==> src/design/lfu_page_replacement_macros.svh <==
// Assertion macros for the LFU page replacement block.
// Include in modules that carry concurrent checks; needs clk and rst_n in scope.
`ifndef LFU_PAGE_REPLACEMENT_MACROS_SVH
`define LFU_PAGE_REPLACEMENT_MACROS_SVH

// Check a property on every rising clock edge outside reset.
`define LFU_CHECK(label, prop, msg) \
    label: assert property (@(posedge clk) disable iff (!rst_n) prop) else $error(msg);

// Check that a condition never holds outside reset.
`define LFU_NEVER(label, cond, msg) \
    `LFU_CHECK(label, !(cond), msg)

`endif

==> src/design/lfu_pkg.sv <==
// Shared types and constants for the LFU page replacement block.
// No dependencies; imported by every module of the block.
`default_nettype none

package lfu_pkg;

    localparam int NUM_FRAMES = 8;
    localparam int PAGE_BITS  = 16;
    localparam int COUNT_BITS = 16;
    localparam int FRAME_BITS = (NUM_FRAMES > 1) ? $clog2(NUM_FRAMES) : 1;
    localparam int FAULT_BITS = 32;
    localparam int CFG_BITS   = 4;
    localparam int IDX_BITS   = 3;

    localparam logic [CFG_BITS-1:0] CFG_RESET = CFG_BITS'(8);

    typedef struct packed {
        logic [PAGE_BITS-1:0]  page;
        logic [COUNT_BITS-1:0] count;
    } entry_t;

    typedef struct packed {
        logic                  en;
        logic [FRAME_BITS-1:0] addr;
    } ram_rd_t;

    typedef struct packed {
        logic                  en;
        logic [FRAME_BITS-1:0] addr;
        entry_t                data;
    } ram_wr_t;

    typedef struct packed {
        logic                  hit;
        logic [IDX_BITS-1:0]   frame_index;
        logic [FAULT_BITS-1:0] fault_count;
    } res_t;

endpackage

`default_nettype wire

==> src/design/lfu_frame_ram.sv <==
// Frame table memory: page number and use count per frame.
// One write port, one read port with registered data. Depends on lfu_pkg.
`default_nettype none

module lfu_frame_ram (
    input  wire logic            clk,
    input  wire lfu_pkg::ram_wr_t wr,
    input  wire lfu_pkg::ram_rd_t rd,
    output lfu_pkg::entry_t      rd_data
);
    import lfu_pkg::*;

    entry_t mem [NUM_FRAMES];
    entry_t rd_data_reg;

    always_ff @(posedge clk)
    begin
        if (wr.en)
        begin
            mem[wr.addr] <= wr.data;
        end
    end

    always_ff @(posedge clk)
    begin
        if (rd.en)
        begin
            rd_data_reg <= mem[rd.addr];
        end
    end

    assign rd_data = rd_data_reg;

endmodule

`default_nettype wire

==> src/design/lfu_ctrl.sv <==
// Lookup and replacement sequencer: scans the frame table, picks hit or victim,
// writes the entry back and keeps valid bits and the fault total. Depends on lfu_pkg.
`default_nettype none
`include "lfu_page_replacement_macros.svh"

module lfu_ctrl (
    input  wire logic                           clk,
    input  wire logic                           rst_n,
    input  wire logic                           in_valid,
    output logic                                in_stall,
    input  wire logic [lfu_pkg::PAGE_BITS-1:0]  page,
    input  wire logic [lfu_pkg::FRAME_BITS-1:0] last_idx,
    output lfu_pkg::ram_rd_t                    rd,
    output lfu_pkg::ram_wr_t                    wr,
    input  wire lfu_pkg::entry_t                rd_data,
    output logic                                res_valid,
    input  wire logic                           res_take,
    output lfu_pkg::res_t                       res
);
    import lfu_pkg::*;

    localparam logic [1:0] ST_IDLE   = 2'd0;
    localparam logic [1:0] ST_SCAN   = 2'd1;
    localparam logic [1:0] ST_UPDATE = 2'd2;
    localparam logic [1:0] ST_HOLD   = 2'd3;

    localparam logic [COUNT_BITS-1:0] COUNT_MAX = '1;
    localparam logic [FAULT_BITS-1:0] FAULT_MAX = '1;

    logic [1:0]            state_reg, state_next;
    logic [FRAME_BITS-1:0] cmp_idx_reg, cmp_idx_next;
    logic [PAGE_BITS-1:0]  page_reg, page_next;
    logic                  found_reg, found_next;
    logic [FRAME_BITS-1:0] match_idx_reg, match_idx_next;
    logic [COUNT_BITS-1:0] match_cnt_reg, match_cnt_next;
    logic [FRAME_BITS-1:0] best_idx_reg, best_idx_next;
    logic [COUNT_BITS-1:0] best_cnt_reg, best_cnt_next;
    logic [NUM_FRAMES-1:0] valid_reg, valid_next;
    logic [FAULT_BITS-1:0] fault_reg, fault_next;
    res_t                  res_reg, res_next;

    logic                  accept;
    logic                  slot_valid;
    logic [COUNT_BITS-1:0] eff_cnt;
    logic                  is_match;
    logic                  first;
    logic [COUNT_BITS-1:0] hit_cnt;
    logic [FAULT_BITS-1:0] fault_inc;

    assign accept   = (state_reg == ST_IDLE) && in_valid;
    assign in_stall = (state_reg != ST_IDLE);

    // Entry under compare: invalid frames count as zero and never match.
    assign slot_valid = valid_reg[cmp_idx_reg];
    assign eff_cnt    = slot_valid ? rd_data.count : '0;
    assign is_match   = slot_valid && (rd_data.page == page_reg);
    assign first      = (cmp_idx_reg == '0);

    assign hit_cnt   = (match_cnt_reg == COUNT_MAX) ? match_cnt_reg
                                                   : COUNT_BITS'(match_cnt_reg + 1'b1);
    assign fault_inc = (fault_reg == FAULT_MAX) ? fault_reg
                                                : FAULT_BITS'(fault_reg + 1'b1);

    always_comb
    begin
        state_next     = state_reg;
        cmp_idx_next   = cmp_idx_reg;
        page_next      = page_reg;
        found_next     = found_reg;
        match_idx_next = match_idx_reg;
        match_cnt_next = match_cnt_reg;
        best_idx_next  = best_idx_reg;
        best_cnt_next  = best_cnt_reg;
        valid_next     = valid_reg;
        fault_next     = fault_reg;
        res_next       = res_reg;
        rd.en          = 1'b0;
        rd.addr        = FRAME_BITS'(cmp_idx_reg + 1'b1);
        wr.en          = 1'b0;
        wr.addr        = best_idx_reg;
        wr.data.page   = page_reg;
        wr.data.count  = COUNT_BITS'(1);

        unique case (state_reg)
            ST_IDLE:
            begin
                rd.addr = '0;
                if (accept)
                begin
                    rd.en        = 1'b1;
                    page_next    = page;
                    cmp_idx_next = '0;
                    state_next   = ST_SCAN;
                end
            end
            ST_SCAN:
            begin
                // Keep the lowest matching frame.
                if (is_match && (first || !found_reg))
                begin
                    match_idx_next = cmp_idx_reg;
                    match_cnt_next = rd_data.count;
                end
                found_next = first ? is_match : (found_reg || is_match);
                // Strict less-than leaves ties at the lower index.
                if (first || (eff_cnt < best_cnt_reg))
                begin
                    best_idx_next = cmp_idx_reg;
                    best_cnt_next = eff_cnt;
                end
                if (cmp_idx_reg == last_idx)
                begin
                    state_next = ST_UPDATE;
                end
                else
                begin
                    rd.en        = 1'b1;
                    cmp_idx_next = FRAME_BITS'(cmp_idx_reg + 1'b1);
                end
            end
            ST_UPDATE:
            begin
                wr.en = 1'b1;
                if (found_reg)
                begin
                    wr.addr       = match_idx_reg;
                    wr.data.count = hit_cnt;
                    res_next.hit         = 1'b1;
                    res_next.frame_index = IDX_BITS'(match_idx_reg);
                    res_next.fault_count = fault_reg;
                end
                else
                begin
                    valid_next[best_idx_reg] = 1'b1;
                    fault_next               = fault_inc;
                    res_next.hit         = 1'b0;
                    res_next.frame_index = IDX_BITS'(best_idx_reg);
                    res_next.fault_count = fault_inc;
                end
                state_next = ST_HOLD;
            end
            ST_HOLD:
            begin
                if (res_take)
                begin
                    state_next = ST_IDLE;
                end
            end
            default:
            begin
                state_next = ST_IDLE;
            end
        endcase
    end

    always_ff @(posedge clk or negedge rst_n)
    begin
        if (!rst_n)
        begin
            state_reg <= ST_IDLE;
            valid_reg <= '0;
            fault_reg <= '0;
        end
        else
        begin
            state_reg <= state_next;
            valid_reg <= valid_next;
            fault_reg <= fault_next;
        end
    end

    always_ff @(posedge clk)
    begin
        cmp_idx_reg   <= cmp_idx_next;
        page_reg      <= page_next;
        found_reg     <= found_next;
        match_idx_reg <= match_idx_next;
        match_cnt_reg <= match_cnt_next;
        best_idx_reg  <= best_idx_next;
        best_cnt_reg  <= best_cnt_next;
        res_reg       <= res_next;
    end

    assign res_valid = (state_reg == ST_HOLD);
    assign res       = res_reg;

    `LFU_CHECK(a_hold_stable, (state_reg == ST_HOLD && !res_take) |=> (state_reg == ST_HOLD && $stable(res_reg)), "result changed while held")
    `LFU_CHECK(a_fill_valid, (state_reg == ST_UPDATE && !found_reg) |=> valid_reg[$past(best_idx_reg)], "replaced frame not marked valid")
    `LFU_NEVER(a_scan_range, (state_reg == ST_SCAN) && (cmp_idx_reg > last_idx), "scan ran past the last frame in use")
    `LFU_CHECK(a_fault_mono, 1'b1 |=> (fault_reg >= $past(fault_reg)), "fault total went down")

endmodule

`default_nettype wire

==> src/design/lfu_page_replacement.sv <==
// LFU page replacement unit: top level with the frame count register and result register.
// Depends on lfu_pkg, lfu_frame_ram and lfu_ctrl.
//
//  port group    direction  handshake           payload
//  ------------  ---------  ------------------  -------------------------------
//  input word    in         in_valid/in_stall   page[15:0]
//  result word   out        out_valid/out_stall hit, frame_index[2:0], fault_count[31:0]
//  config write  in         cfg_valid/cfg_ready cfg_data[3:0] -> frames_in_use
//
// From acceptance to a result in the output register, a reference takes one frame table
// read per cycle over the single read port, one for each frame in use, then a write-back
// step and a hand-off step; the next reference is accepted only after the hand-off, so
// one reference is finished before the next one starts.
// Reset clears every valid bit and the fault total and sets frames_in_use to 8; the frame
// table itself needs no clearing pass. A stalled result waits in the output register
// while the next reference is already accepted and scanned.
`default_nettype none

module lfu_page_replacement (
    input  wire logic                           clk,
    input  wire logic                           rst_n,
    input  wire logic                           in_valid,
    output logic                                in_stall,
    input  wire logic [lfu_pkg::PAGE_BITS-1:0]  page,
    output logic                                out_valid,
    input  wire logic                           out_stall,
    output logic                                hit,
    output logic [lfu_pkg::IDX_BITS-1:0]        frame_index,
    output logic [lfu_pkg::FAULT_BITS-1:0]      fault_count,
    input  wire logic                           cfg_valid,
    output logic                                cfg_ready,
    input  wire logic [lfu_pkg::CFG_BITS-1:0]   cfg_data
);
    import lfu_pkg::*;

    localparam logic [CFG_BITS-1:0] CFG_MAX = CFG_BITS'(NUM_FRAMES);

    logic [CFG_BITS-1:0]   frames_reg, frames_next;
    logic [CFG_BITS-1:0]   frames_m1;
    logic [FRAME_BITS-1:0] last_idx;

    logic                  out_valid_reg, out_valid_next;
    res_t                  out_reg, out_next;
    logic                  out_free;

    ram_rd_t               rd;
    ram_wr_t               wr;
    entry_t                rd_data;
    logic                  res_valid;
    res_t                  res;

    // Config writes land only while the sequencer is idle.
    assign cfg_ready   = !in_stall;
    assign frames_next = (cfg_valid && cfg_ready) ? cfg_data : frames_reg;

    // Clamp the frame count: zero acts as one, anything above the table acts as full.
    assign frames_m1 = CFG_BITS'(frames_reg - 1'b1);
    always_comb
    begin
        priority if (frames_reg == '0)
        begin
            last_idx = '0;
        end
        else if (frames_reg > CFG_MAX)
        begin
            last_idx = FRAME_BITS'(NUM_FRAMES - 1);
        end
        else
        begin
            last_idx = frames_m1[FRAME_BITS-1:0];
        end
    end

    // Output register: refill as it drains; the sequencer holds its result while a stalled one occupies it.
    assign out_free = !out_valid_reg || !out_stall;

    always_comb
    begin
        out_next       = out_reg;
        out_valid_next = out_valid_reg;
        if (out_free)
        begin
            out_valid_next = res_valid;
            if (res_valid)
            begin
                out_next = res;
            end
        end
    end

    always_ff @(posedge clk or negedge rst_n)
    begin
        if (!rst_n)
        begin
            frames_reg    <= CFG_RESET;
            out_valid_reg <= 1'b0;
        end
        else
        begin
            frames_reg    <= frames_next;
            out_valid_reg <= out_valid_next;
        end
    end

    always_ff @(posedge clk)
    begin
        out_reg <= out_next;
    end

    assign out_valid   = out_valid_reg;
    assign hit         = out_reg.hit;
    assign frame_index = out_reg.frame_index;
    assign fault_count = out_reg.fault_count;

    lfu_frame_ram u_ram (
        .clk     (clk),
        .wr      (wr),
        .rd      (rd),
        .rd_data (rd_data)
    );

    lfu_ctrl u_ctrl (
        .clk       (clk),
        .rst_n     (rst_n),
        .in_valid  (in_valid),
        .in_stall  (in_stall),
        .page      (page),
        .last_idx  (last_idx),
        .rd        (rd),
        .wr        (wr),
        .rd_data   (rd_data),
        .res_valid (res_valid),
        .res_take  (out_free),
        .res       (res)
    );

endmodule

`default_nettype wire
==> config.mk <==
export PLATFORM = sky130hd
export DESIGN_NAME = lfu_page_replacement
export DESIGN_NICKNAME = d
export VERILOG_FILES = /design/src/design/lfu_pkg.sv /design/src/design/lfu_frame_ram.sv /design/src/design/lfu_ctrl.sv /design/src/design/lfu_page_replacement.sv
export VERILOG_INCLUDE_DIRS = /design/src /design/src/design
export SDC_FILE = /design/constraint.sdc
export NUM_CORES = 1
export LEC_CHECK = 0
export BUFFER_PORTS_ARGS = -buffer_cell sky130_fd_sc_hd__buf_2
export CAP_MARGIN = 10
export CORE_UTILIZATION = 64
export CTS_BUF_LIST = sky130_fd_sc_hd__clkbuf_4 sky130_fd_sc_hd__clkbuf_8
export CTS_CLUSTER_DIAMETER = 80
export CTS_CLUSTER_SIZE = 10
export DETAILED_ROUTE_END_ITERATION = 7
export GPL_TIMING_DRIVEN = 0
export PLACE_DENSITY = 0.82
export SLEW_MARGIN = 20
export SYNTH_ARGS = -nofsm -noshare
export SYNTH_HDL_FRONTEND = slang
export SYNTH_SLANG_ARGS = --single-unit
export TNS_END_PERCENT = 20
==> constraint.sdc <==
create_clock -name clk -period 4.8 [get_ports clk]
set_clock_uncertainty 0.2 [all_clocks]
set_input_delay 0.72 -clock clk [delete_from_list [all_inputs] [get_ports clk]]
set_output_delay 0.72 -clock clk [all_outputs]
set_load 0.02 [all_outputs]
==> reports/results.txt <==
top cells by area, synth: edfxtp_1, dfrtp_1, mux4_2, nand2_1, xor2_1
clock root buffer: clkbuf_8
multi-input combinational cell area: 4772 sq um
die width: 173.1 um
number of antenna diodes: 0
CTS Buf Count: 52
Post-synth top cells: edfxtp_1, nand2_1, o21ai_0, nor2_1
via count: 10,787
max_slew headroom: 0.3177
Post-CTS Setup Bufs: 0
layout cells sized above 1: 0.1800
Overall Power: 13,630 uW
clk_lat worst skew: 590 ps
Fin. Hold Viols: 0
Syn Nets: 1,269
Final Instance Count excl. Fillers: 1,767
Peak VDD IR: 333.4 uV
period utilization: 0.8897
die height: 173.1 um
min Tclk post-route: 4271 ps
Largest register FFs: 256
FILL cells: 1,705
sequential cell area: 13,730 sq um
Detailed Route WL: 37,320 um
Setup TNS: 0 ps
Max Fclk: 234.2 MHz
status: finished clean
met3 wire length: 2919 um
met2 routed WL: 18,440 um
top layer in use: met4
worst slew pin tran: 1023 ps
drt pass-1 iters: 5
post-synthesis sequential area ratio: 0.7326
Post-synth EDFFs: 418
clock-pin slew on the worst setup and hold paths: 80 ps
Max Cap Viol: 0
first-pass GRT wire length: 58,860 um
Yosys cell types: 54
Post-synth ARST share: 0.1011
Worst EP required: 4900 ps
routed len/inst: 21.12 um
Rows: 62
clock sinks: 465
top cell type's share of synthesized area: 0.6697
RSZ-0062 raised after global routing: no
initial antenna violation count: 0
worst slack, placed: 186.8 ps
Die ar.: 29,970 sq um
setup violators final: 0
Initial Utilization: 0.6512
Syn Inst Count: 1,220
Worst Hold Class: input pin to flop
Iteration-0 DRC Markers: 1,182
NumNets Final: 1,401
Total GRT Usage: 0.2568
Area growth, synth to finish: 11.68%
wl on met1: 14,660 um
Synth Cell Area: 18,740 sq um
Static Leakage: 0.007195 uW
DP Wirelength: 25,190 um
io pins: 64
CTS tree: done
Avg Cell Area, Syn: 15.36 sq um
GR Overflow Total: 0
count leader, synth: edfxtp_1
maximum clock path buffer count: 3
vias in the first global route: 11,004
largest net degree at the start of global routing: 48
number of synthesized register bits: 465
PwrDens: 651.3 nW/um^2
DRC: 0
routability cong.: 0.8882
Routed Antenna Nets: 0
H-tree levels: 2
top_reg_cell synth: edfxtp_1
worst setup margin: 529.3 ps
Data arrival, critical path: 4370 ps
Core ar.: 28,780 sq um
Buffers on Ports: 63
CP max FO: 11
Synth area leader: edfxtp_1
final max-slew violation count: 0
critical path class: flop to flop
dpl cells: 1,681
Worst setup SP type: flop
routed vias/inst: 6.105
Critical Path Sink Type: flop
warnings from Yosys: 0
[cells by family after synthesis]
family	after synthesis	share of synthesized area
AOI/OAI and AO/OA	148	0.04727
buffers and inverters	85	0.01863
xor gates and xnor gates	81	0.03785
and+or+nand+nor	361	0.09079
adders and majority gates	24	0.01602
muxes	56	0.05688
DFF	465	0.7326
[final timing paths]
path                                            start                     end  slack (ps)  cells after the start
worst max-delay path            u_ctrl.cmp_idx_reg[0]  u_ctrl.best_cnt_reg[3]         530                     11
worst min-delay path                         page[15]     u_ctrl.page_reg[15]         100                      1
worst max register to register  u_ctrl.cmp_idx_reg[0]  u_ctrl.best_cnt_reg[3]         530                     11
worst min register to register         u_ctrl.res[29]         fault_count[29]         220                      0
max in group asynchronous                       rst_n     u_ctrl.fault_reg[6]        3450                      2
min in group asynchronous                       rst_n     u_ctrl.valid_reg[6]         500                      2
[stage by stage]
step           utilization  hold WS [ps]  instance area [sq um]
5_1_grt             0.7272         87.81                  20930
6_report            0.7272         104.9                  20930
3_3_place_gp        0.6789         200.3                  19540
2_1_floorplan            -         200.3                  18740
4_1_cts             0.7264         77.59                  20910
3_5_place_dp        0.6928         204.5                  19940
[power by group]
group          switching, uW  total [uW]  internal (uW)
logic                   3110        4810           1700
clock network           1300        2540           1240
registers                415        6280           5870
[cell type report]
| class | instances | share of cell area |
|---|---|---|
| multi-input cells | 670 | 0.2280 |
| repair buffers | 78 | 0.03019 |
| well taps | 384 | 0.02296 |
| clock buffers | 82 | 0.04525 |
| inverters | 31 | 0.005560 |
| clock inverters | 3 | 0.0009565 |
| flip-flops and latches | 465 | 0.6560 |
| plain buffers | 54 | 0.01112 |
[placed cells by master (no fill, tap or decap), types with 30 or more instances in the layout]
master	instances
clkbuf_1	37
nor3_1	43
clkbuf_8	53
xnor2_1	35
a31oi_1	32
inv_1	31
nand2_1	133
nor2_1	53
buf_2	71
xor2_1	46
edfxtp_1	418
o21ai_0	65
mux4_2	39
dfrtp_1	46
nand3_1	30
[repair_timing]
action / 4_1_cts / 5_1_grt
hold buffers: 0 / 1
gates resized for setup: 0 / 2
hold endpoints to repair: 0 / 43
setup endpoints to repair: 0 / 19
[worst max-delay path, stage by stage (launching register included)]
cell and delay [ps]:
edfxtp_1 520, mux4_2 560, mux2i_2 450, clkbuf_1 450, nor2b_1 140, ha_1 360
a21oi_1 140, o21ai_0 130, o2111ai_1 230, a31oi_1 150, a31oi_4 420, buf_6 220
[routing by layer]
layer / GRT usage / vias to the layer above
met5: 0 / -
met1: 0.3413 / 5297
met3: 0.04595 / 109
met4: 0.1091 / 0
met2: 0.4237 / 521
li1: - / 4860
No activity file was read; power rests on OpenSTA's default activity.
